<file path="config.mk">
export PLATFORM = sky130hd
export DESIGN_NAME = dvtu_ram
export DESIGN_NICKNAME = d
export VERILOG_FILES = /design/src/hdl/dvtu_ram.sv
export SDC_FILE = /design/constraint.sdc
export NUM_CORES = 1
export LEC_CHECK = 0
export BUFFER_PORTS_ARGS = -buffer_cell sky130_fd_sc_hd__buf_2
export CORE_MARGIN = 5
export CORE_UTILIZATION = 45
export DETAILED_ROUTE_END_ITERATION = 8
export PLACE_DENSITY_LB_ADDON = 0.08
export SETUP_SLACK_MARGIN = 0.15
export SKIP_CTS_REPAIR_TIMING = 1
export SLEW_MARGIN = 30
export SYNTH_ARGS = -nofsm -noshare
export SYNTH_HDL_FRONTEND = slang
export SYNTH_SLANG_ARGS = --single-unit
export TNS_END_PERCENT = 20
</file>
<file path="constraint.sdc">
create_clock -name clk -period 5.7 [get_ports clk]
set_input_delay 1.14 -clock clk [delete_from_list [all_inputs] [get_ports clk]]
set_output_delay 1.14 -clock clk [all_outputs]
set_load 0.005 [all_outputs]
</file>
<file path="src/hdl/dvtu_ram.sv">
// Generic single-write, single-read synchronous RAM with a registered read.
module dvtu_ram #(
  parameter int WIDTH = 8,
  parameter int DEPTH = 16
) (
  input  logic                                         clk,
  input  logic                                         we,
  input  logic [((DEPTH > 1) ? $clog2(DEPTH) : 1)-1:0] waddr,
  input  logic [WIDTH-1:0]                             wdata,
  input  logic [((DEPTH > 1) ? $clog2(DEPTH) : 1)-1:0] raddr,
  output logic [WIDTH-1:0]                             rdata
);
  logic [WIDTH-1:0] mem [DEPTH];

  always_ff @(posedge clk) begin
    if (we) begin
      mem[waddr] <= wdata;
    end
    rdata <= mem[raddr];
  end
endmodule

</file>
# --- Yosys cells after proc, flatten, opt, wreduce, memory -nomap -nowiden ---
# Memories as Yosys holds them, arrays and structs flattened. A register that Yosys moved wholly into a read port is not among the register bits.
# Index checks and enable logic that the tools add are counted.
totals:
  regBits: 0
  latch_bits: 0
  mem_bits_rw: 128
  romBits: 0
  in_bits: 18
  output_inout_bits: 8
  word_cells: 3
  mem_count: 1
memory_table:
  columns: ["name", "words", "word_bits", "read_ports", "rd_ports_with_merged_regs", "write_ports", "line", "source"]
  rows:
  - ["mem", 16, 8, 1, 1, 1, "13", "logic [WIDTH-1:0] mem [DEPTH];"]
op_classes:
  addsub: 0
  n_mul: 0
  n_div: 0
  n_lt_le_gt_ge: 0
  n_eq_ne: 0
  n_shift: 0
  muxes: 2
  n_bitwise: 0
  reduce_logical: 0
ops:
  columns: ["operator", "n"]
  rows:
  - ["$mux 1", 2]

# --- Depth between registers and ports, before layout ---
depth:
  word_depth: 2
  depth_mapped: 5
  depth_no_buf: 3

# --- Least setup slack after synthesis ---
# No wires, ideal clock.
synth_timing:
  path_kind: "input to register"
  startpoint: "input waddr[2] (netlist bit)"
  endpoint: "memory mem[0][0], enable pin"
  setup_ns: 0.383
  arrival_ns: 2.250
  t_required_ns: 5.317
  slack_ns: 3.067
  path_stages: 2
  n_path_buf: 0
  cell_sequence: "or3b_2 nor3_1"
synth_lines:
  columns: ["element", "line", "source"]
  rows:
  - ["from (decl)", "8", "input logic [((DEPTH > 1) ? $clog2(DEPTH) : 1)-1:0] waddr,"]
  - ["to (decl)", "13", null]
# Straight into the memory's write port.

==> summary.txt <==
Synth
  • EDFF count, synth: 128
  • Yosys reg bits: 136
  • Netlist Area Pre-Place: 0.00515 sq mm
  • Post-synth top flop: edfxtp_1
  • Post-synth top area cell: edfxtp_1
  • Yosys cell types: 19
  • Syn Nets: 247
  • Cells after synthesis: 229
  • Register area share after synthesis: 77.8%
  • Synth top area share: 74.7%
  • Mean Syn Cell Area: 22.5 sq um
  • Fraction of registers with async set or reset after synthesis: 0%
  • Warnings, synthesis: 0
  • Synth area leaders: edfxtp_1 75%, mux4_2 7.9%, mux4_1 7.1%

Floorplan
  • Row cnt: 39
  • Die width: 117 um
  • Starting Density: 45.5%
  • Core area: 0.0113 sq mm
  • Die H: 117 um
  • Die area: 0.0137 sq mm
  • I/O pins: 26

Layout
  • # diodes: 0
  • Flip-flop and latch area: 0.00400 sq mm
  • Final Non-Filler Cells: 422
  • Most frequent cells in the layout: 128 x edfxtp_1, 25 x buf_2, 18 x mux4_2, 17 x clkbuf_16, 16 x a22oi_1
  • Layout Nets: 284
  • Share of layout cells above drive strength 1: 28.7%
  • Layout Area Growth over Synthesis: 17.5%
  • Commonest non-fill, non-tap cell in the layout: edfxtp_1
  • Post-route cell area: 0.00605 sq mm
  • Layout fillers: 903
  • Area occupied by multi-input gates: 0.00107 sq mm

Route
  • # DRC: 0
  • Vias: 2339
  • Initial DRC Count: 236
  • Final ANT Viol Nets: 0
  • Routed wire length: 9970 um
  • DR WL/cell: 23.6 um
  • Vias per Instance: 5.54
  • Drt pass-1 iters: 5

Global routing
  • Initial antenna violation count: 1
  • First-pass GRT wire length: 14900 um
  • Largest net degree at the start of global routing: 33
  • Total track usage: 16.1%
  • Vias in the first global route: 2449
  • Grt total ovfl: 0

Critical path
  • Setup crit start kind: input pin
  • Slowest Stage Delay on Critical Path: 650 ps
  • CP required: 5990 ps
  • Endpoint class of the critical path: flop
  • Arrival time worst endpoint: 2770 ps
  • Maximum fanout along the worst path: 32
  • Crit path cell chain: buf_2 -> buf_4 -> mux4_1 -> a22oi_1 -> nand2_1
  • Slowest cell on crit path: mux4_1
  • Setup Crit Path Kind: input pin to flop

Timing
  • Final Cycle Share: 43.5%
  • Max transition margin: 35.2%
  • RSZ-0062 raised after global routing: no
  • Crit path time final: 2480 ps
  • Worst-Margin Slew: 969 ps
  • Final Skew: 6.16 ps
  • Max Clock Freq: 403 MHz
  • Max-slew violations: 0
  • Setup TNS: 0 ps
  • # setup viols final: 0
  • Hold Vio Cnt, Final: 0
  • Worst Setup Slack, final: 3220 ps

Outcome
  • Status: completed

CTS
  • Root buf cell: clkbuf_16
  • Clock tree buffer depth: 2
  • H-tree lvl count: 4
  • Clk_lat worst skew: 410 ps
  • Reg clk slew, reported paths: 50 ps
  • CTS tree: built
  • Num CTS Buffers: 17
  • Sink Count: 136

Placement
  • IO buf count: 25
  • Hpwl dp: 6040 um
  • Place WS: 2760 ps
  • Gpl congestion: 0.716
  • Placed Cells: 390
  • Placed Area: 0.00540 sq mm

Job
  • Max-Cap Viols: 0

Pwr
  • VDD IR-drop max: 0.195 mV
  • Power Dens Cells: 397 mW/mm^2
  • Leak: 2.01 nW

Min path
  • Hold Crit Class: flop to flop
where the power goes:
group / leakage, nW / internal, mW / switching (mW) / total (mW)
sequential: 1.22 / 1.12 / 0.00663 / 1.13
combinational: 0.488 / 0.0404 / 0.0577 / 0.0981
clock: 0.296 / 0.786 / 0.392 / 1.18
total: 2.01 / 1.94 / 0.456 / 2.40
final timing paths:
path | startpoint | to | slack, ps | cells past startpoint
max | raddr[0] | rdata[2] | 3220 | 5
min | mem[12][7] | rdata[7] | 680 | 3
max reg2reg | mem[9][4] | rdata[4] | 4320 | 3
min reg2reg | mem[12][7] | rdata[7] | 680 | 3
cell families (layout without fill, tap and decap cells):
group                  Yosys count  in the layout  share of synthesized area, %
DFF                            136            136                          77.8
and+or+nand+nor                 35             35                          3.18
muxes                           32             32                          15.0
AOI/OAI and AO/OA               16             16                          2.33
buffers and inverters           10             60                          1.68
Yosys cell counts, types with 2 or more instances:
| master | instances |
|---|---|
| nand3b_1 | 2 |
| mux4_1 | 14 |
| nand2_1 | 9 |
| nand2b_1 | 2 |
| dfxtp_1 | 8 |
| buf_6 | 3 |
| nor3_1 | 4 |
| mux4_2 | 18 |
| buf_2 | 3 |
| clkdlybuf4s25_2 | 3 |
| edfxtp_1 | 128 |
| nor2_1 | 13 |
| a22oi_1 | 16 |
metrics by stage:
stage / util, % / total power [mW] / hold WS, ps
after global placement: 47.6 / 1.25 / 667
after CTS: 53.4 / 2.43 / 682
final: 53.4 / 2.40 / 677
after floorplan: - / 1.20 / 629
after global routing: 53.4 / 2.48 / 710
after detailed placement: 47.7 / 1.25 / 669
flip-flops by register name (all words and copies together) (netlist names):
name / count
rdata: 8
mem: 128
critical path: cells and delay by family:
kind	cells	cell delay [ps]
AND/OR/NAND/NOR	1	70
multiplexers	1	650
AO/OA/AOI/OAI	1	290
buffers and inverters	2	570
layout make-up:
type / instances / area share, %
clock buffers: 20 / 7.38
clock inverters: 12 / 3.31
multi-input cells: 83 / 17.7
flip-flops and latches: 136 / 66.2
well taps: 143 / 2.96
repair buffers: 28 / 2.44
per-layer routing:
metal | vias to the layer above | share of wire (%) | track usage, %
li1 | 1047 | - | -
met1 | 1224 | 46 | 22.2
met2 | 51 | 48 | 24.1
met3 | 15 | 4.1 | 4.94
met4 | 2 | 1.7 | 6.42
met5 | - | 0.11 | 0
Note: power is estimated with default switching activity, not from simulation.
