## config.mk

```make
export PLATFORM = sky130hd
export DESIGN_NAME = dvtu_cfg
export DESIGN_NICKNAME = d
export VERILOG_FILES = /design/src/hdl/dvtu_pkg.sv /design/src/hdl/dvtu_cfg.sv
export SDC_FILE = /design/constraint.sdc
export NUM_CORES = 1
export LEC_CHECK = 0
export BUFFER_PORTS_ARGS = -buffer_cell sky130_fd_sc_hd__buf_4
export CAP_MARGIN = 0
export CORE_ASPECT_RATIO = 0.8
export CORE_UTILIZATION = 40
export CTS_CLUSTER_DIAMETER = 150
export DETAILED_ROUTE_END_ITERATION = 8
export GPL_ROUTABILITY_DRIVEN = 1
export PLACE_DENSITY = 0.68
export SLEW_MARGIN = 20
export SYNTH_ARGS = -nofsm -noshare
export SYNTH_HDL_FRONTEND = slang
export SYNTH_SLANG_ARGS = --single-unit
```

## constraint.sdc

```tcl
create_clock -name clk -period 9.51 [get_ports clk]
set_clock_uncertainty 0.1 [all_clocks]
set_input_delay 1.902 -clock clk [delete_from_list [all_inputs] [get_ports clk]]
set_output_delay 1.902 -clock clk [all_outputs]
set_load 0.1 [all_outputs]
```

## src/hdl/dvtu_pkg.sv

```systemverilog
// Shared constants, types and codes for the distance-vector route table update block.
package dvtu_pkg;

  localparam int TABLE_DEPTH = 64;
  localparam int PORT_COUNT  = 4;
  localparam int LOCAL_SLOTS = 4;

  localparam int ADDR_W     = (TABLE_DEPTH > 1) ? $clog2(TABLE_DEPTH) : 1;
  localparam int CNT_W      = $clog2(TABLE_DEPTH + 1);
  localparam int LCNT_W     = 3;
  localparam int SLOT_W     = 2;
  localparam int CFG_IDX_W  = 3;
  localparam int CFG_DATA_W = 32;

  localparam logic [CFG_IDX_W-1:0] CFG_LOCAL_COUNT  = 3'd0;
  localparam logic [CFG_IDX_W-1:0] CFG_LOCAL_ADDR_0 = 3'd1;
  localparam logic [CFG_IDX_W-1:0] CFG_LOCAL_ADDR_1 = 3'd2;
  localparam logic [CFG_IDX_W-1:0] CFG_LOCAL_ADDR_2 = 3'd3;
  localparam logic [CFG_IDX_W-1:0] CFG_LOCAL_ADDR_3 = 3'd4;

  localparam logic [7:0] HOPS_MAX = 8'hff;

  typedef enum logic [1:0] {
    ACT_UNCHANGED = 2'd0,
    ACT_IMPROVED  = 2'd1,
    ACT_INSERTED  = 2'd2,
    ACT_FULL      = 2'd3
  } action_t;

  typedef enum logic [1:0] {
    ST_IDLE,
    ST_LOCAL,
    ST_SCAN,
    ST_FINISH
  } state_t;

  typedef struct packed {
    logic [31:0] dest;
    logic [7:0]  hops;
    logic [31:0] next_hop;
    logic [1:0]  port;
    logic        host_mask;
  } route_entry_t;

  typedef struct packed {
    action_t     action;
    logic [7:0]  hops;
    logic [31:0] next_hop;
    logic [1:0]  port;
    logic        host_mask;
  } result_t;

  typedef struct packed {
    logic              hit;
    logic [SLOT_W-1:0] slot;
  } local_match_t;

endpackage

```

## src/hdl/dvtu_cfg.sv

```systemverilog
// Local interface address registers and the priority match against them.
module dvtu_cfg (
  input  logic                            clk,
  input  logic                            rst,
  input  logic                            wr_en,
  input  logic [dvtu_pkg::CFG_IDX_W-1:0]  wr_index,
  input  logic [dvtu_pkg::CFG_DATA_W-1:0] wr_data,
  input  logic [31:0]                     dest,
  output dvtu_pkg::local_match_t          match
);
  import dvtu_pkg::*;

  logic [LCNT_W-1:0] local_count;
  logic [31:0]       local_addr [LOCAL_SLOTS];
  logic [LCNT_W-1:0] nloc;

  always_ff @(posedge clk) begin
    if (rst) begin
      local_count <= '0;
      for (int i = 0; i < LOCAL_SLOTS; i++) begin
        local_addr[i] <= '0;
      end
    end else if (wr_en) begin
      case (wr_index)
        CFG_LOCAL_COUNT: local_count <= wr_data[LCNT_W-1:0];
        CFG_LOCAL_ADDR_0, CFG_LOCAL_ADDR_1, CFG_LOCAL_ADDR_2, CFG_LOCAL_ADDR_3: begin
          local_addr[SLOT_W'(wr_index - CFG_LOCAL_ADDR_0)] <= wr_data;
        end
        default: ;
      endcase
    end
  end

  assign nloc = (local_count > LCNT_W'(LOCAL_SLOTS)) ? LCNT_W'(LOCAL_SLOTS) : local_count;

  // The lowest matching slot wins.
  always_comb begin
    match = '0;
    for (int i = LOCAL_SLOTS - 1; i >= 0; i--) begin
      if ((LCNT_W'(i) < nloc) && (local_addr[i] == dest)) begin
        match.hit  = 1'b1;
        match.slot = SLOT_W'(i);
      end
    end
  end
endmodule

```

Yosys cells after proc, flatten, opt, wreduce, memory -nomap -nowiden. Memories as Yosys holds them, arrays and structs flattened. Index checks and enable logic that the tools add are counted.

Word-level logic and storage cells: 38. Input bits: 70. Memories kept: 1. Register bits: 3. RAM bits: 128. Output and inout port bits: 3.

Memory list: local_addr (depth 4, width 32, read ports 4, clocked after memory_dff 0, wr ports 4, line dvtu_cfg.sv:14) `logic [31:0] local_addr [LOCAL_SLOTS];`.

$lt $le $gt $ge: 5. Muxes and demuxes: 14. Add/subtract/negate cells: 1. Reductions and logical operators: 8. Eq/ne operators: 8.

Operator list (number): == test 32 bit (4); 2-to-1 mux 32 bit (1); OR reduction 32 bit (1); 2-to-1 mux 3 bit (5); 2-to-1 mux 1 bit (7); == test 3 x 2 -> 1 bit, second input constant (2); < comparator 1 x 3 -> 1 bit, first input constant (2); < comparator 2 x 3 -> 1 bit, first input constant (2); logical AND 1 bit (4); OR reduction 4 bit (1); == test 3 x 1 -> 1 bit, second input constant (1); == test 3 bit, second input constant (1); > comparator 3 bit, second input constant (1); zero test 3 bit (1); 2-to-1 mux 2 bit (1); AND reduction 2 bit (1); subtractor 2 x 1 -> 2 bit, second input constant (1).

Logic depth before layout (Yosys ltp).
Word-level depth: 8. Depth in mapped cells: 9. Depth with buffers taken out: 8.

Worst setup path after synthesis. Ideal clock, no wire load.

Path type: input -> output. Start point: input port dest[21]. End point: output port match[1] (netlist name). Arrival time: 5.028 ns. Setup slack: 2.480 ns. Path buffers: 0. Required time: 7.508 ns. Cell stages on the path: 6. Cells stage by stage: xor2_1 -> nor4_1 -> nand4_1 -> nor4_2 -> nor2_1 -> nor3b_1.

RTL lines: from (decl) (line dvtu_cfg.sv:8) `input logic [31:0] dest,`; to (decl) (line dvtu_cfg.sv:9) `output dvtu_pkg::local_match_t match`.

==> metrics.md <==
| Metric | Value |
|---|---|
| Gr ovfl total | 0 |
| Crit path kind | input pin to output port |
| Pre-CTS WS | 3470 ps |
| Post-CTS Setup Repair Bufs | 0 |
| Worst vdd ir | 0.000123 V |
| CTS Buf Count | 17 |
| Switching Share | 0.231 |
| CP Launch Type | input pin |
| Combinational share of power | 0.098 |
| Starting density of the core | 0.417 |
| Routed WL | 15,900 um |
| Post-synth top flop | edfxtp_1 |
| Global-route wire length before repair | 23,700 um |
| Critical path arrival | 4000 ps |
| Slew Limit Headroom | 0.359 |
| Synth area leaders | edfxtp_1 (60%), and2_1 (13%), xor2_1 (11%), xnor2_1 (6.2%), nor4_1 (2.1%) |
| Pint | 0.00114 W |
| DR vias/cell | 4.93 |
| Antenna cells | 0 |
| Vias | 3,867 |
| Die span in x | 143 um |
| Worst Tran Pin Value | 962 ps |
| PostCTS Resize Cnt | 0 |
| Core box area | 0.0153 mm2 |
| Share of layout cells above drive strength 1 | 0.200 |
| Max_cap viols | 0 |
| Fin. Hold Viols | 0 |
| Clock slew at reported path FFs | 50 ps |
| TNS Setup | 0 ps |
| # IOs | 73 |
| CP Capture Type | output port |
| Final Max Tran Viols | 0 |
| # H-tree levels | 4 |
| Net Count, Synth | 553 |
| CP required | 7510 ps |
| Seq cells post-synth | 131 |
| DRT antenna net count | 0 |
| Sequential share of power | 0.465 |
| HPWL Detailed | 10,800 um |
| Nets@finish | 636 |
| Final Cycle Share | 0.631 |
| Leakage | 2.89 nW |
| Largest net degree at the start of global routing | 35 |
| Fmax | 167 MHz |
| Final setup fails | 0 |
| Post-Place Cell Area | 0.00721 mm2 |
| Die Y | 115 um |
| Synth top area share | 0.601 |
| Overall power | 0.00148 W |
| Fin crit period | 6000 ps |
| Std-Cell Rows | 40 |
| Die area | 0.0165 mm2 |
| RSZ-0062 raised after global routing | no |
| Multi-input gate area | 0.00245 mm2 |
| Area Growth Syn to Fin | 22.0% |
| Post-synth EDFFs | 128 |
| DRT Pass-1 Iters | 4 |
| Path type of the worst min-delay path | flop to flop |
| Clock Sinks | 131 |
| Fin worst setup slack | 3510 ps |
| CTS Buffer Depth | 2 |
| Synthesis Warnings | 0 |
| Detailed Route Iter0 Violations | 270 |
| Syn Inst Count | 479 |
| Drc violations | 0 |
| DR WL/cell | 20.2 um |
| IO buf count | 72 |
| Final Wtd Congestion | 0.820 |
| CP Max Fanout | 4 |
| Synth unique cells | 28 |
| Clock tree root buffer cell | clkbuf_16 |
| Synth Cell Area | 0.00639 mm2 |
| Vias in the first global route | 4,023 |
| CTS tree | built |
| Power density cells | 190 mW/mm2 |
| Filler cells | 1,352 |
| GRT Util Overall | 0.206 |
| Register area | 0.00390 mm2 |
| Ys async rst share | 0 |
| Seq/Total Area, Yosys | 0.611 |
| Clock latency on the worst-skew pair | 410 ps |
| Avg Inst Size Synth | 13.3 um2 |
| NetSw | 0.000342 W |
| Synth area leader | edfxtp_1 |
| Outcome | finished, final reports clean |
| Initial antenna violation count | 0 |
| Post-CTS Hold Buffers | 0 |
| Most common library cells after synthesis | and2_1 (128), edfxtp_1 (128), xor2_1 (83), xnor2_1 (45), nor4_1 (21) |
| Clk network pwr share | 0.437 |
| Post-route cell area | 0.00780 mm2 |
==> power by group through the flow <==
stage,clock network (W),registers [W],logic (W)
2_1_floorplan,0,0.000699,0.0000692
3_3_place_gp,0,0.000701,0.000143
3_5_place_dp,0,0.000703,0.000145
4_1_cts,0.000653,0.000691,0.000146
5_1_grt,0.000679,0.000694,0.000155
6_report,0.000649,0.000691,0.000145
==> cells by family (layout without fill, tap and decap cells) <==
| group | after synthesis | after routing | share of synthesized area |
|---|---|---|---|
| DFF | 131 | 131 | 0.611 |
| AOI/OAI and AO/OA | 6 | 6 | 0.00665 |
| adders and majority gates | 4 | 4 | 0.00783 |
| muxes | 3 | 3 | 0.00470 |
| xor gates and xnor gates | 128 | 128 | 0.175 |
| and+or+nand+nor | 191 | 191 | 0.185 |
| buffers and inverters | 16 | 112 | 0.00959 |
==> layout make-up <==
| type | instances | area share |
|---|---|---|
| tap | 210 | 0.0337 |
| inverter | 3 | 0.00144 |
| multi-input combinational | 332 | 0.314 |
| clock inverter | 15 | 0.0213 |
| clock buffer | 17 | 0.0546 |
| sequential | 131 | 0.501 |
| timing repair buffer | 77 | 0.0741 |
==> cell usage in the layout (no fill, tap or decap), types with 2 or more instances in the layout <==
cell type,count
dfxtp_1,3
buf_4,77
mux2i_1,3
nor2_1,5
ha_1,4
nor4_2,4
nor3_1,4
nand4_1,12
xnor2_1,45
clkinv_1,3
and2_1,128
edfxtp_1,128
clkinv_4,2
nor4_1,20
clkinvlp_4,5
clkbuf_16,17
bufinv_16,3
nand3b_1,2
nand2_1,3
inv_1,3
clkinv_2,2
or2_2,3
xor2_1,83
and3_1,2
nand3_1,5
==> flip-flops by register name (all words and copies together), names as in the netlist <==
register and count:
local_addr 128, local_count 3
==> stage by stage <==
| stage | util | cells | hold slack [ps] |
|---|---|---|---|
| finish | 0.509 | 785 | 469 |
| global route | 0.509 | 785 | 485 |
| CTS | 0.509 | 785 | 469 |
| detailed placement | 0.471 | 753 | 456 |
| global placement | 0.471 | 753 | 411 |
| floorplan | - | 479 | 388 |
==> path summary, 6_finish.rpt <==
kind / startpoint / end / slack [ps] / depth (start not counted)
worst max-delay path: dest[3] / match[0] / 3510 / 8
worst min register to register: local_count[0]$_SDFFE_PP0P_ / local_count[0]$_SDFFE_PP0P_ / 470 / 2
worst max register to register: local_count[2]$_SDFFE_PP0P_ / local_count[2]$_SDFFE_PP0P_ / 8750 / 2
worst min-delay path: local_count[0]$_SDFFE_PP0P_ / local_count[0]$_SDFFE_PP0P_ / 470 / 2
==> routing by layer <==
layer  global-route usage  up-vias  routed length, um
met5                    0        -                  0
met3               0.0562        6               1370
li1                     -     1835                  -
met4               0.0511        0                120
met1                0.284     1872               7190
met2                0.324      154               7200
==> worst max-delay path: stages <==
cell	delay (ps)
buf_4	130
xnor2_1	250
nand4_1	160
nor4_1	420
o2111ai_1	230
nor4_2	440
o21a_1	180
buf_4	280
No activity file was read; power rests on OpenSTA's default activity.
