--- config.mk ---
export PLATFORM = sky130hd
export DESIGN_NAME = dvtu_scan_flat
export DESIGN_NICKNAME = d
export VERILOG_FILES = /design/src/hdl/dvtu_pkg.sv /design/src/hdl/dvtu_if.sv /design/src/hdl/dvtu_scan.sv /design/src/flat_wrapper.sv
export SDC_FILE = /design/constraint.sdc
export NUM_CORES = 1
export LEC_CHECK = 0
export ABC_CLOCK_PERIOD_IN_PS = 3300
export BUFFER_PORTS_ARGS = -buffer_cell sky130_fd_sc_hd__buf_2
export CAP_MARGIN = 20
export CORE_ASPECT_RATIO = 0.6
export CORE_MARGIN = 4
export CORE_UTILIZATION = 45
export CTS_BUF_LIST = sky130_fd_sc_hd__clkbuf_4 sky130_fd_sc_hd__clkbuf_8 sky130_fd_sc_hd__clkbuf_16
export CTS_CLUSTER_DIAMETER = 30
export CTS_CLUSTER_SIZE = 30
export DETAILED_ROUTE_END_ITERATION = 10
export PLACE_DENSITY_LB_ADDON = 0.25
export SLEW_MARGIN = 30
export SYNTH_ARGS = -nofsm -noshare
export SYNTH_HDL_FRONTEND = slang
export SYNTH_SLANG_ARGS = --single-unit
--- constraint.sdc ---
create_clock -name clk -period 3.3 [get_ports clk]
set_input_delay 0.66 -clock clk [delete_from_list [all_inputs] [get_ports clk]]
set_output_delay 0.66 -clock clk [all_outputs]
set_load 0.005 [all_outputs]
--- src/hdl/dvtu_pkg.sv ---
// Shared constants, types and codes for the distance-vector route table update block.
package dvtu_pkg;

  localparam int TABLE_DEPTH = 64;
  localparam int PORT_COUNT  = 4;
  localparam int LOCAL_SLOTS = 4;

  localparam int ADDR_W     = (TABLE_DEPTH > 1) ? $clog2(TABLE_DEPTH) : 1;
  localparam int CNT_W      = $clog2(TABLE_DEPTH + 1);
  localparam int LCNT_W     = 3;
  localparam int SLOT_W     = 2;
  localparam int CFG_IDX_W  = 3;
  localparam int CFG_DATA_W = 32;

  localparam logic [CFG_IDX_W-1:0] CFG_LOCAL_COUNT  = 3'd0;
  localparam logic [CFG_IDX_W-1:0] CFG_LOCAL_ADDR_0 = 3'd1;
  localparam logic [CFG_IDX_W-1:0] CFG_LOCAL_ADDR_1 = 3'd2;
  localparam logic [CFG_IDX_W-1:0] CFG_LOCAL_ADDR_2 = 3'd3;
  localparam logic [CFG_IDX_W-1:0] CFG_LOCAL_ADDR_3 = 3'd4;

  localparam logic [7:0] HOPS_MAX = 8'hff;

  typedef enum logic [1:0] {
    ACT_UNCHANGED = 2'd0,
    ACT_IMPROVED  = 2'd1,
    ACT_INSERTED  = 2'd2,
    ACT_FULL      = 2'd3
  } action_t;

  typedef enum logic [1:0] {
    ST_IDLE,
    ST_LOCAL,
    ST_SCAN,
    ST_FINISH
  } state_t;

  typedef struct packed {
    logic [31:0] dest;
    logic [7:0]  hops;
    logic [31:0] next_hop;
    logic [1:0]  port;
    logic        host_mask;
  } route_entry_t;

  typedef struct packed {
    action_t     action;
    logic [7:0]  hops;
    logic [31:0] next_hop;
    logic [1:0]  port;
    logic        host_mask;
  } result_t;

  typedef struct packed {
    logic              hit;
    logic [SLOT_W-1:0] slot;
  } local_match_t;

endpackage

--- src/hdl/dvtu_if.sv ---
// Valid/ready channel interfaces for route entries in and table results out.
interface dvtu_in_if;
  logic        valid;
  logic        ready;
  logic [31:0] dest_address;
  logic [7:0]  advertised_hops;
  logic [31:0] neighbor_address;
  logic [1:0]  arrival_port;
  logic        last_entry;

  modport source (output valid, dest_address, advertised_hops, neighbor_address,
                  arrival_port, last_entry, input ready);
  modport sink (input valid, dest_address, advertised_hops, neighbor_address,
                arrival_port, last_entry, output ready);
endinterface

interface dvtu_out_if;
  logic        valid;
  logic        ready;
  logic [1:0]  action;
  logic [7:0]  stored_hops;
  logic [31:0] next_hop_address;
  logic [1:0]  out_port;
  logic        host_mask;
  logic        advertise_due;

  modport source (output valid, action, stored_hops, next_hop_address, out_port,
                  host_mask, advertise_due, input ready);
  modport sink (input valid, action, stored_hops, next_hop_address, out_port,
                host_mask, advertise_due, output ready);
endinterface

--- src/hdl/dvtu_scan.sv ---
// Sequencer that walks the route table memory, updates or inserts, and holds the result.
module dvtu_scan (
  input  logic                                clk,
  input  logic                                rst,
  dvtu_in_if.sink                             route_in,
  dvtu_out_if.source                          route_out,
  input  dvtu_pkg::local_match_t              match,
  output logic [31:0]                         dest,
  output logic                                ram_we,
  output logic [dvtu_pkg::ADDR_W-1:0]         ram_waddr,
  output logic [$bits(dvtu_pkg::route_entry_t)-1:0] ram_wdata,
  output logic [dvtu_pkg::ADDR_W-1:0]         ram_raddr,
  input  logic [$bits(dvtu_pkg::route_entry_t)-1:0] ram_rdata
);
  import dvtu_pkg::*;

  state_t            state;
  state_t            state_next;
  logic [7:0]        new_hops;
  logic [31:0]       nbr;
  logic [1:0]        port;
  logic              last;
  logic              port_ok;
  logic [CNT_W-1:0]  entry_count;
  logic              changed_pending;
  logic [ADDR_W-1:0] chk_idx;
  result_t           res;
  result_t           res_next;
  logic              res_changed;
  logic              res_changed_next;
  logic              count_inc;
  route_entry_t      rd_entry;
  route_entry_t      wr_entry;
  logic              dest_hit;
  logic              chk_last;
  logic              table_full;
  logic              out_free;

  assign rd_entry   = route_entry_t'(ram_rdata);
  assign ram_wdata  = wr_entry;
  assign dest_hit   = (rd_entry.dest == dest);
  assign chk_last   = ((CNT_W'(chk_idx) + CNT_W'(1)) == entry_count);
  assign table_full = (entry_count == CNT_W'(TABLE_DEPTH));
  assign out_free   = !route_out.valid || route_out.ready;

  always_comb begin
    state_next = state;
    case (state)
      ST_IDLE:   if (route_in.valid) state_next = ST_LOCAL;
      ST_LOCAL: begin
        if (match.hit || (entry_count == '0)) state_next = ST_FINISH;
        else state_next = ST_SCAN;
      end
      ST_SCAN:   if (dest_hit || chk_last) state_next = ST_FINISH;
      ST_FINISH: if (out_free) state_next = ST_IDLE;
      default:   state_next = ST_IDLE;
    endcase
  end

  always_comb begin
    logic not_found;
    logic found;
    not_found        = 1'b0;
    found            = 1'b0;
    route_in.ready   = (state == ST_IDLE);
    ram_raddr        = (state == ST_LOCAL) ? '0 : ADDR_W'(chk_idx + ADDR_W'(1));
    ram_we           = 1'b0;
    ram_waddr        = chk_idx;
    wr_entry         = rd_entry;
    res_next         = res;
    res_changed_next = res_changed;
    count_inc        = 1'b0;

    case (state)
      ST_LOCAL: begin
        if (match.hit) begin
          res_next           = '0;
          res_next.action    = ACT_UNCHANGED;
          res_next.port      = match.slot;
          res_next.host_mask = 1'b1;
          res_changed_next   = 1'b0;
        end else if (entry_count == '0) begin
          not_found = 1'b1;
        end
      end
      ST_SCAN: begin
        if (dest_hit) found = 1'b1;
        else if (chk_last) not_found = 1'b1;
      end
      default: ;
    endcase

    if (found) begin
      if (port_ok && (rd_entry.hops > new_hops)) begin
        ram_we            = 1'b1;
        wr_entry.hops     = new_hops;
        wr_entry.next_hop = nbr;
        wr_entry.port     = port;
        res_next.action   = ACT_IMPROVED;
        res_changed_next  = 1'b1;
      end else begin
        res_next.action  = ACT_UNCHANGED;
        res_changed_next = 1'b0;
      end
      res_next.hops      = wr_entry.hops;
      res_next.next_hop  = wr_entry.next_hop;
      res_next.port      = wr_entry.port;
      res_next.host_mask = wr_entry.host_mask;
    end

    if (not_found) begin
      res_next         = '0;
      res_changed_next = 1'b0;
      if (port_ok) begin
        if (!table_full) begin
          ram_we             = 1'b1;
          ram_waddr          = entry_count[ADDR_W-1:0];
          wr_entry.dest      = dest;
          wr_entry.hops      = new_hops;
          wr_entry.next_hop  = nbr;
          wr_entry.port      = port;
          wr_entry.host_mask = (dest == nbr);
          count_inc          = 1'b1;
          res_next.action    = ACT_INSERTED;
          res_next.hops      = new_hops;
          res_next.next_hop  = nbr;
          res_next.port      = port;
          res_next.host_mask = wr_entry.host_mask;
          res_changed_next   = 1'b1;
        end else begin
          res_next.action = ACT_FULL;
        end
      end else begin
        res_next.action = ACT_UNCHANGED;
      end
    end
  end

  always_ff @(posedge clk) begin
    if (rst) begin
      state           <= ST_IDLE;
      entry_count     <= '0;
      changed_pending <= 1'b0;
      route_out.valid <= 1'b0;
    end else begin
      state <= state_next;
      if (count_inc) entry_count <= entry_count + CNT_W'(1);
      if (state == ST_FINISH && out_free) begin
        route_out.valid <= 1'b1;
        changed_pending <= last ? 1'b0 : (changed_pending | res_changed);
      end else if (route_out.ready) begin
        route_out.valid <= 1'b0;
      end
    end
  end

  always_ff @(posedge clk) begin
    if (state == ST_IDLE && route_in.valid) begin
      dest     <= route_in.dest_address;
      new_hops <= (route_in.advertised_hops == HOPS_MAX) ? HOPS_MAX
                                                         : route_in.advertised_hops + 8'd1;
      nbr      <= route_in.neighbor_address;
      port     <= route_in.arrival_port;
      last     <= route_in.last_entry;
      port_ok  <= (32'(route_in.arrival_port) < 32'(PORT_COUNT));
    end
    if (state == ST_LOCAL) chk_idx <= '0;
    else if (state == ST_SCAN) chk_idx <= ADDR_W'(chk_idx + ADDR_W'(1));
    res         <= res_next;
    res_changed <= res_changed_next;
    if (state == ST_FINISH && out_free) begin
      route_out.action           <= res.action;
      route_out.stored_hops      <= res.hops;
      route_out.next_hop_address <= res.next_hop;
      route_out.out_port         <= res.port;
      route_out.host_mask        <= res.host_mask;
      route_out.advertise_due    <= last & (changed_pending | res_changed);
    end
  end
endmodule

--- src/flat_wrapper.sv ---
// flat-port wrapper written by rule: the top's interface ports become plain ports
module dvtu_scan_flat import dvtu_pkg::*;
  (clk, rst, match, dest, ram_we, ram_waddr, ram_wdata, ram_raddr, ram_rdata, route_in_valid, route_in_dest_address, route_in_advertised_hops, route_in_neighbor_address, route_in_arrival_port, route_in_last_entry, route_in_ready, route_out_valid, route_out_action, route_out_stored_hops, route_out_next_hop_address, route_out_out_port, route_out_host_mask, route_out_advertise_due, route_out_ready);
  dvtu_in_if route_in_i ();
  dvtu_out_if route_out_i ();
  input  logic clk;
  input  logic rst;
  input  dvtu_pkg::local_match_t match;
  output logic [31:0] dest;
  output logic ram_we;
  output logic [dvtu_pkg::ADDR_W-1:0] ram_waddr;
  output logic [$bits(dvtu_pkg::route_entry_t)-1:0] ram_wdata;
  output logic [dvtu_pkg::ADDR_W-1:0] ram_raddr;
  input  logic [$bits(dvtu_pkg::route_entry_t)-1:0] ram_rdata;
  input wire logic [$bits(route_in_i.valid)-1:0] route_in_valid;
  input wire logic [$bits(route_in_i.dest_address)-1:0] route_in_dest_address;
  input wire logic [$bits(route_in_i.advertised_hops)-1:0] route_in_advertised_hops;
  input wire logic [$bits(route_in_i.neighbor_address)-1:0] route_in_neighbor_address;
  input wire logic [$bits(route_in_i.arrival_port)-1:0] route_in_arrival_port;
  input wire logic [$bits(route_in_i.last_entry)-1:0] route_in_last_entry;
  output wire logic [$bits(route_in_i.ready)-1:0] route_in_ready;
  output wire logic [$bits(route_out_i.valid)-1:0] route_out_valid;
  output wire logic [$bits(route_out_i.action)-1:0] route_out_action;
  output wire logic [$bits(route_out_i.stored_hops)-1:0] route_out_stored_hops;
  output wire logic [$bits(route_out_i.next_hop_address)-1:0] route_out_next_hop_address;
  output wire logic [$bits(route_out_i.out_port)-1:0] route_out_out_port;
  output wire logic [$bits(route_out_i.host_mask)-1:0] route_out_host_mask;
  output wire logic [$bits(route_out_i.advertise_due)-1:0] route_out_advertise_due;
  input wire logic [$bits(route_out_i.ready)-1:0] route_out_ready;
  assign route_in_i.valid = route_in_valid;
  assign route_in_i.dest_address = route_in_dest_address;
  assign route_in_i.advertised_hops = route_in_advertised_hops;
  assign route_in_i.neighbor_address = route_in_neighbor_address;
  assign route_in_i.arrival_port = route_in_arrival_port;
  assign route_in_i.last_entry = route_in_last_entry;
  assign route_in_ready = route_in_i.ready;
  assign route_out_valid = route_out_i.valid;
  assign route_out_action = route_out_i.action;
  assign route_out_stored_hops = route_out_i.stored_hops;
  assign route_out_next_hop_address = route_out_i.next_hop_address;
  assign route_out_out_port = route_out_i.out_port;
  assign route_out_host_mask = route_out_i.host_mask;
  assign route_out_advertise_due = route_out_i.advertise_due;
  assign route_out_i.ready = route_out_ready;
  dvtu_scan u_core (.clk(clk), .rst(rst), .route_in(route_in_i), .route_out(route_out_i), .match(match), .dest(dest), .ram_we(ram_we), .ram_waddr(ram_waddr), .ram_wdata(ram_wdata), .ram_raddr(ram_raddr), .ram_rdata(ram_rdata));
endmodule
Word-level counts from Yosys, hierarchy flattened:

Index checks and enable logic that the tools add are counted.

* $lt $le $gt $ge: 1
* add/sub/neg operators: 4
* equal/unequal tests: 11
* reduce and logical (&&, ||, !) cells: 13
* bitwise logic cells: 2
* multiplexer cells: 39

Operators by type and width (count)
* 45-bit two-way mux: 4
* 75-bit two-way mux: 2
* 42-bit two-way mux: 2
* 32-bit == test: 2
* 43-bit two-way mux: 1
* 1-bit two-way mux: 22
* 6-bit two-way mux: 3
* 8-bit by 1-bit adder with 8-bit output (second input constant): 1
* 8-bit == test (second input constant): 1
* 8-bit > comparator: 1
* 2-bit one-hot mux with 4 select lines: 1
* 6-bit by 1-bit adder with 7-bit output (second input constant): 1
* 7-bit by 1-bit adder with 7-bit output (second input constant): 1
* 7-bit == test: 1
* 7-bit == test (second input constant): 1
* 7-bit logical NOT: 1
* 6-bit by 1-bit adder with 6-bit output (second input constant): 1
* 2-bit two-way mux: 3
* 3-bit nonzero test: 2
* 2-bit == test (second input constant): 2
* 2-bit by 1-bit inequality test with 1-bit output (second input constant): 2
* 1-bit logical OR: 3
* 3-bit AND reduction: 1
* 2-bit by 1-bit == test with 1-bit output (second input constant): 1
* other kinds (9): 10

* flip-flop bits (word level): 184
* bits of input ports: 157
* word-level logic and storage cells: 92

Depth between registers and ports, before layout:

Gate-level depths: netlist of the first run.

* word-level depth: 7
* depth in mapped cells: 11
* mapped depth without buffers: 9

Worst setup path before layout of the first run:

OpenSTA, ideal clock, no wires.

* path kind: input-to-reg
* from: input ram_rdata[64] (netlist name)
* to: register u_core.res[0] (netlist name), enable pin
* stages: 6
* data arrival time: 2.876 ns
* path slack: -0.263 ns
* required time: 2.612 ns
* setup time: 0.688 ns
* cells stage by stage: xnor2_1 > nand4_1 > nor4_1 > a21boi_0 > a31oi_2 > nand3_1

* word-level cells in the longest chain between the ends: 5

Ends and longest elaborated chain
* start, declared: line flat_wrapper.sv:14 `input logic [$bits(dvtu_pkg::route_entry_t)-1:0] ram_rdata;`
* 32-bit == test (*): line dvtu_scan.sv:41 `assign dest_hit = (rd_entry.dest == dest);`
* 1-bit two-way mux: line dvtu_scan.sv:87 `if (dest_hit) found = 1'b1;`
* 1-bit one-hot mux with 2 select lines or 1-bit two-way mux (tied branches): line dvtu_scan.sv:74 `case (state)`
* 3-bit nonzero test (no source line)
* 2-bit AND reduction (no source line) (*)
* end signal, assigned: line dvtu_scan.sv:169 `res <= res_next;`
* end, declared: line dvtu_scan.sv:27 `result_t res;`

Every way passes the cells marked *; elsewhere a longest branch is shown, timed or not.
A chain may end at the register's enable or synchronous reset.

Worst setup path in the final report of the first run:

* from: register u_core.dest[1]
* to: output ram_wdata[37] (netlist name)

* word-level cells in the longest chain between the ends: 6

Ends and longest elaborated chain
* start, declared: line dvtu_scan.sv:8 `output logic [31:0] dest,`
* start signal, assigned: line dvtu_scan.sv:159 `dest <= route_in.dest_address;`
* 32-bit == test (*): line dvtu_scan.sv:41
* 1-bit two-way mux: line dvtu_scan.sv:87
* 1-bit two-way mux: line dvtu_scan.sv:74
* 42-bit two-way mux: line dvtu_scan.sv:93 `if (found) begin`
* 75-bit two-way mux: line dvtu_scan.sv:115 `if (!table_full) begin`
* 75-bit two-way mux (*): line dvtu_scan.sv:111 `if (not_found) begin`
* end, declared: line flat_wrapper.sv:12 `output logic [$bits(dvtu_pkg::route_entry_t)-1:0] ram_wdata;`

Marked as above.

==> metrics.md, run 1 <==
| Metric | Value |
|---|---|
| Synth warn | 0 |
| Global-route usage over all layers | 25.8% |
| Avg WL per Cell | 22.6 µm |
| Final setup fails | 82 |
| Chip Width | 190 µm |
| Worst hold start | route_in_neighbor_address[8] |
| Critical path class | reg -> out |
| Post-route minimum period | 3760 ps |
| Run status | complete, but fails checks |
| Cell Rows | 39 |
| Synth cell types | 55 |
| Clk buf depth | 2 |
| Worst stage delay on the critical path | 410 ps |
| Sink Count | 184 |
| DR vias | 6871 |
| RSZ-0062 raised after global routing | true |
| Seq cells post-synth | 184 |
| CTS buffer count | 17 |
| Compound-Gate Fraction of Synth Area | 7.70% |
| Clock latency on the worst-skew pair | 430 ps |
| Critical Path Fanout Max | 12 |
| Post-Syn Area per Cell | 14.7 µm² |
| Peak supply drop | 0.380 mV |
| Die area | 22300 µm² |
| 1st-iter DRT viols | 467 |
| Mux cell area share after synthesis | 12.0% |
| Syn_nets | 781 |
| Synth area leaders | edfxtp_1, mux2_4, mux2_2 |
| Final hold slack | 399 ps |
| Commonest non-fill, non-tap cell in the layout | buf_2 |
| NumNets Final | 1185 |
| WP data required | 2640 ps |
| Port buffer count | 324 |
| Most frequent cells in the layout | buf_2, edfxtp_1, buf_4 |
| Worst Path Arrival | 3100 ps |
| Final Cell Area | 12700 µm² |
| Synth Area in Adders | 2.24% |
| CP delay by family, top | simple AND/OR/NAND/NOR gates |
| Synth top area share | 56.1% |
| Critical Path End Type | primary output |
| FMAX | 266 MHz |
| Root Buffer | clkbuf_16 |
| DR DRC count | 0 |
| Fin crit share | 114% |
| Worst slew pin tran | 645 ps |
| EDFF count, synth | 167 |
| GP Congestion | 0.872 |
| Static leakage | 0.00537 µW |
| First-pass GRT wire length | 41.8 mm |
| Max-cap violation count | 0 |
| Placed cell area | 11300 µm² |
| PD cells | 665 nW/µm² |
| Core Footprint | 19300 µm² |
| Violated checks | setup timing |
| Prevailing post-synth register cell | edfxtp_1 |
| Relative slew slack | 57.0% |
| Hold WC Path Type | in -> reg |
| Inserted Diodes | 0 |
| Initial antenna violation count | 1 |
| Synth Area in Simple Gates | 6.86% |
| Share of layout cells above drive strength 1 | 53.8% |
| Die height | 117 µm |
| Routed Antenna Nets | 0 |
| Final setup margin | -464 ps |
| Area Overhead vs Synth | 42.5% |
| Placed Instances | 1234 |
| Main combinational cell family by area after synthesis | multiplexers |
| Reg2reg start | u_core.dest[1]$_DFFE_PP_ |
| Worst-path cell chain | xnor2_1 > buf_4 > nand4_1 > nor4_2 > buf_4 > nand2_2 > a31o_4 > nand2b_4 > buf_6 > buf_12 > mux2_4 > buf_6 |
| Hold Buf Count CTS | 0 |
| Vias per cell | 5.33 |
| Sequential share of the synthesized area | 59.9% |
| Slew Limit Fails | 0 |
| Asr flop ratio synth | 0% |
| CP Buf/Inv Count | 5 |
| H-tree levels | 4 |
| Vias in the first global route | 6813 |
| Clock slew at reported path FFs | 70 ps |
| Synth area leader | edfxtp_1 |
| Hold Fails Final Rpt | 0 |
| Mapped Cells | 608 |
| Largest net degree at the start of global routing | 47 |
| Mapped Area | 8940 µm² |
| Clock Skew | 9.77 ps |
| I/O pin cnt | 325 |
| Non-Filler Instances | 1289 |
| Xor/xnor share of the synthesized area | 8.09% |
| Pre-antenna DRT Iters | 5 |
| CP max stage cell | edfxtp_1 |
| CP Launch Type | flop |
| Total congestion overflow | 0 |
| TritonCTS clock tree | done |
| Post-DP HPWL | 20.9 mm |
| Initial Utilization | 46.4% |
| CP Launch Point | u_core.dest[1]$_DFFE_PP_ |
| Routed WL | 29.1 mm |
state kept, by name (all words and copies together) (netlist names):
| name | cells |
|---|---|
| u_core.route_out.stored_hops | 8 |
| u_core.port | 2 |
| u_core.route_out.valid | 1 |
| u_core.dest | 32 |
| u_core.nbr | 32 |
| u_core.last | 1 |
| u_core.res_changed | 1 |
| u_core.route_out.next_hop_address | 32 |
| u_core.chk_idx | 6 |
| u_core.res | 45 |
| u_core.changed_pending | 1 |
| u_core.route_out.advertise_due | 1 |
| u_core.route_out.out_port | 2 |
| u_core.entry_count | 7 |
| u_core.route_out.action | 2 |
| u_core.state | 2 |
| u_core.new_hops | 8 |
| u_core.route_out.host_mask | 1 |
cells in the mapped netlist, types with 5 or more instances:
cell type	number
nand2b_1	5
nand4_1	16
nand3_1	11
dfxtp_1	17
mux2_2	40
clkbuf_1	9
a21oi_1	11
nor4_1	10
xor2_1	40
mux2_4	39
xnor2_1	40
nor2_1	24
o21ai_0	9
buf_2	10
and2_1	5
a211oi_1	5
nand2_1	16
inv_1	17
a22o_1	45
ha_1	16
edfxtp_1	167
metrics by stage:
stage	setup WS, ps	setup TNS (ps)	utilization [%]	total power, µW
2_1_floorplan	67.7	0	-	4810
3_3_place_gp	-598	-40870	58.5	5920
4_1_cts	-465	-31390	65.6	8460
3_5_place_dp	-614	-40730	58.5	5960
6_report	-464	-30870	66.1	8480
5_1_grt	-564	-39520	66.1	8870
final timing paths:
kind                                                                        end  slack [ps]  depth (start not counted)
worst min-delay path                                    u_core.nbr[8]$_DFFE_PP_         400                          1
worst max-delay path                                              ram_wdata[37]        -460                         12
worst max register to register                         u_core.res[18]$_DFFE_PP_         310                         13
worst min register to register  u_core.route_out.next_hop_address[12]$_DFFE_PP_         410                          0
cells by family (layout without fill, tap and decap cells):
logic type / count (synthesis) / after routing
AND/OR/NAND/NOR: 110 / 110
adder cells (fa/ha/maj): 16 / 16
AO/OA/AOI/OAI: 88 / 88
buffers and inverters: 46 / 461
XOR/XNOR: 81 / 81
multiplexers: 83 / 83
flip-flops: 184 / 184
timing repair:
| item | 4_1_cts | 5_1_grt |
|---|---|---|
| endpoints found under the setup margin | 82 | 82 |
| setup buffers | 14 | 4 |
| pin swaps | 8 | 1 |
| cloned | 9 | 0 |
| gates resized for setup | 83 | 19 |
routing by layer:
metal,routed length [µm],share of wire [%],GRT usage (%),up-vias
li1,-,-,-,3117
met1,12700,44,35.6,3352
met2,13400,46,40.7,369
met3,2620,9.0,7.77,31
met4,399,1.4,5.97,2
met5,13,0.045,0,-
where the power goes:
group	switching, µW	total (µW)	internal [µW]	leakage (µW)
Combinational	1400	2920	1520	0.00337
Clock	902	2020	1120	0.000284
Sequential	336	3530	3200	0.00172
Total	2640	8480	5830	0.00537
area by class of cell:
cell class	instances	area [µm²]
clock buffer	17	425
clock inverter	13	143
fill	1395	6530
inverter	17	63.8
multi-input combinational	378	3440
sequential	184	5360
tap	266	333
timing repair buffer	414	2980
Power figures use the tool's default switching activity.
==> inputs of run 2 (changes only) <==
--- a/config.mk
+++ b/config.mk
@@ -16,6 +16,7 @@
 export CTS_CLUSTER_SIZE = 30
 export DETAILED_ROUTE_END_ITERATION = 10
 export PLACE_DENSITY_LB_ADDON = 0.25
+export SETUP_SLACK_MARGIN = 0.2
 export SLEW_MARGIN = 30
 export SYNTH_ARGS = -nofsm -noshare
 export SYNTH_HDL_FRONTEND = slang
==> metrics.md, run 2 (synthesis gave the netlist of run 1 again) <==
| Metric | Value |
|---|---|
| Max-cap violation count | 0 (unchanged) |
| Peak supply drop | 0.406 mV (+7.0%) |
| Largest reg by FF count | u_core.res |
| Global-route usage over all layers | 24.6% (-1.1 points) |
| Critical Path Fanout Max | 14 (+2) |
| Inserted Diodes | 0 (unchanged) |
| Slew Limit Fails | 0 (unchanged) |
| Commonest non-fill, non-tap cell in the layout | buf_2 |
| Initial antenna violation count | 0 (-1) |
| Final setup margin | -410 ps (+54.1 ps) |
| CP Launch Type | flop |
| Gate power share | 32.5% (-2.0 points) |
| Avg WL per Cell | 22.0 µm (-2.4%) |
| Post-route minimum period | 3710 ps (-54.1 ps) |
| Clock Power Share | 24.8% (+1.0 points) |
| Sink Count | 184 (unchanged) |
| Clock Skew | 10.6 ps (+0.865 ps) |
| CP Launch Point | u_core.dest[1]$_DFFE_PP_ |
| Relative slew slack | 57.4% (+0.39 points) |
| Worst slew pin tran | 639 ps (-5.89 ps) |
| Routed Antenna Nets | 0 (unchanged) |
| Setup crit end | ram_wdata[4] |
| FMAX | 270 MHz (+1.5%) |
| Overall Power | 8280 µW (-2.4%) |
| TritonCTS clock tree | done |
| NumNets Final | 1168 (-1.4%) |
| Worst Path Arrival | 3050 ps (-50 ps) |
| WP data required | 2640 ps (about the same) |
| Violated checks | setup timing |
| Post-DP HPWL | 21.0 mm (+0.33%) |
| DR vias | 6698 (-2.5%) |
| Vias per cell | 5.26 (-1.4%) |
| Port buffer count | 324 (unchanged) |
| Routed WL | 28.1 mm (-3.5%) |
| Initial Utilization | 46.4% (unchanged) |
| Max reg flops | 45 (unchanged) |
| CTS buffer count | 17 (unchanged) |
| Root Buffer | clkbuf_16 |
| Static leakage | 0.00520 µW (-3.1%) |
| Run status | complete, but fails checks |
| Area Overhead vs Synth | 38.4% |
| PD cells | 669 nW/µm² (+0.52%) |
| Switch share | 31.4% (+0.19 points) |
| Final hold slack | 393 ps (-5.83 ps) |
| Clock latency on the worst-skew pair | 440 ps (about the same) |
| Cell Rows | 39 (unchanged) |
| Fin crit share | 112% (-1.6 points) |
| GP Congestion | 0.864 (-0.95%) |
| Critical path class | reg -> out |
| Filler cell count | 1511 (+8.3%) |
| Reg2reg start | u_core.dest[1]$_DFFE_PP_ |
| Clk buf depth | 2 (unchanged) |
| 1st-iter DRT viols | 327 (-30%) |
| First-pass GRT wire length | 40.2 mm (-3.9%) |
| Worst hold path depth | 1 (unchanged) |
| Pre-antenna DRT Iters | 4 (-1) |
| H-tree levels | 4 (unchanged) |
| Die area | 22300 µm² (unchanged) |
| Vias in the first global route | 6666 (-2.2%) |
| Hold WC Path Type | in -> reg |
| Internal | 5680 µW (-2.6%) |
| DR DRC count | 0 (unchanged) |
| Seq pwr share | 42.7% (+1.0 points) |
| Final setup fails | 82 (unchanged) |
| Most frequent cells in the layout | buf_2, edfxtp_1, buf_4 |
| Share of layout cells above drive strength 1 | 52.5% (-1.3 points) |
| Hold Fails Final Rpt | 0 (unchanged) |
| Core Footprint | 19300 µm² (unchanged) |
| I/O pin cnt | 325 (unchanged) |
| Sw power | 2600 µW (-1.8%) |
| Total congestion overflow | 0 (unchanged) |
| Hold Buf Count CTS | 0 (unchanged) |
| Die height | 117 µm (unchanged) |
| RSZ-0062 raised after global routing | true |
| Largest net degree at the start of global routing | 40 (-15%) |
| R2r endpoint | u_core.res[29]$_DFFE_PP_ |
| Clock slew at reported path FFs | 70 ps (about the same) |
| Chip Width | 190 µm (unchanged) |
| R2R depth | 11 (-2) |
| Reg-to-reg slack, setup | 420 ps (+110 ps) |
| Critical Path End Type | primary output |
==> run 2: cell types whose count changed in the layout (fill, tap and decap cells not counted), sizes merged <==
| cell | before | now |
|---|---|---|
| buf | 414 | 397 |
| clkbuf | 17 | 19 |
| clkinvlp | 0 | 2 |
| inv | 23 | 21 |
==> run 2: power by group through the flow <==
stage / clock network [µW] / registers (µW) / logic, µW
2_1_floorplan: 0 / 3520 / 1300
3_3_place_gp: 0 / 3570 / 2350
3_5_place_dp: 0 / 3580 / 2380
4_1_cts: 2080 / 3530 / 2650
5_1_grt: 2180 / 3570 / 2900
6_report: 2050 / 3530 / 2690
==> run 2: worst max-delay path, cell delays in order, from the launching register on <==
cell and delay, ps:
edfxtp_1 440, xnor2_2 210, buf_4 170, nand4_1 240
nor4_4 330, nand2_1 120, a31o_4 250, nand2b_4 210
buf_12 190, mux2_4 310, buf_6 120
==> run 2: per-stage QoR <==
stage	util, %	instance area [µm²]	instances	TNS, ps	setup slack [ps]
after detailed placement	58.2	11200	1227	-35910	-493
after floorplan	-	8970	608	0	203
final	64.2	12400	1274	-26340	-410
after CTS	63.5	12200	1270	-27180	-416
after global placement	58.2	11200	1227	-30150	-415
after global routing	64.2	12400	1274	-34450	-507
==> run 2: layout make-up <==
type	instances	area (µm²)	area share, %
inverters	17	63.8	0.516
clock inverters	13	143	1.15
well taps	266	333	2.69
repair buffers	397	2640	21.3
flip-flops and latches	184	5360	43.3
multi-input cells	378	3410	27.5
clock buffers	19	440	3.56
==> run 2: what timing repair did <==
action                     in CTS  in global routing
setup endpoints to repair     108                 82
pin swaps                       4                  1
gates cloned                    4                  0
hold endpoints to repair        0                  0
resized for setup              48                 17
buffers inserted                7                  4
==> run 2: worst min-delay path by stage <==
| stage | start | endpoint |
|---|---|---|
| 2_1_floorplan | u_core.res[43]$_DFFE_PP_ | u_core.route_out.action[0]$_DFFE_PP_ |
| 3_3_place_gp | u_core.res[34]$_DFFE_PP_ | u_core.route_out.next_hop_address[31]$_DFFE_PP_ |
| 3_5_place_dp | u_core.res[25]$_DFFE_PP_ | u_core.route_out.next_hop_address[22]$_DFFE_PP_ |
| 4_1_cts | route_in_dest_address[16] | u_core.dest[16]$_DFFE_PP_ |
| 5_1_grt | route_in_neighbor_address[24] | u_core.nbr[24]$_DFFE_PP_ |
| 6_report | route_in_neighbor_address[6] | u_core.nbr[6]$_DFFE_PP_ |
==> run 2: layer usage <==
metal  share of wire [%]  vias to the layer above  global-route usage [%]  wire [µm]
met5                   0                        -                       0          0
met4                 1.5                        0                    7.56        435
met3                 7.0                       28                    5.16       1960
met2                  45                      301                    38.6      12700
met1                  46                     3268                    35.0      12900
li1                    -                     3101                       -          -
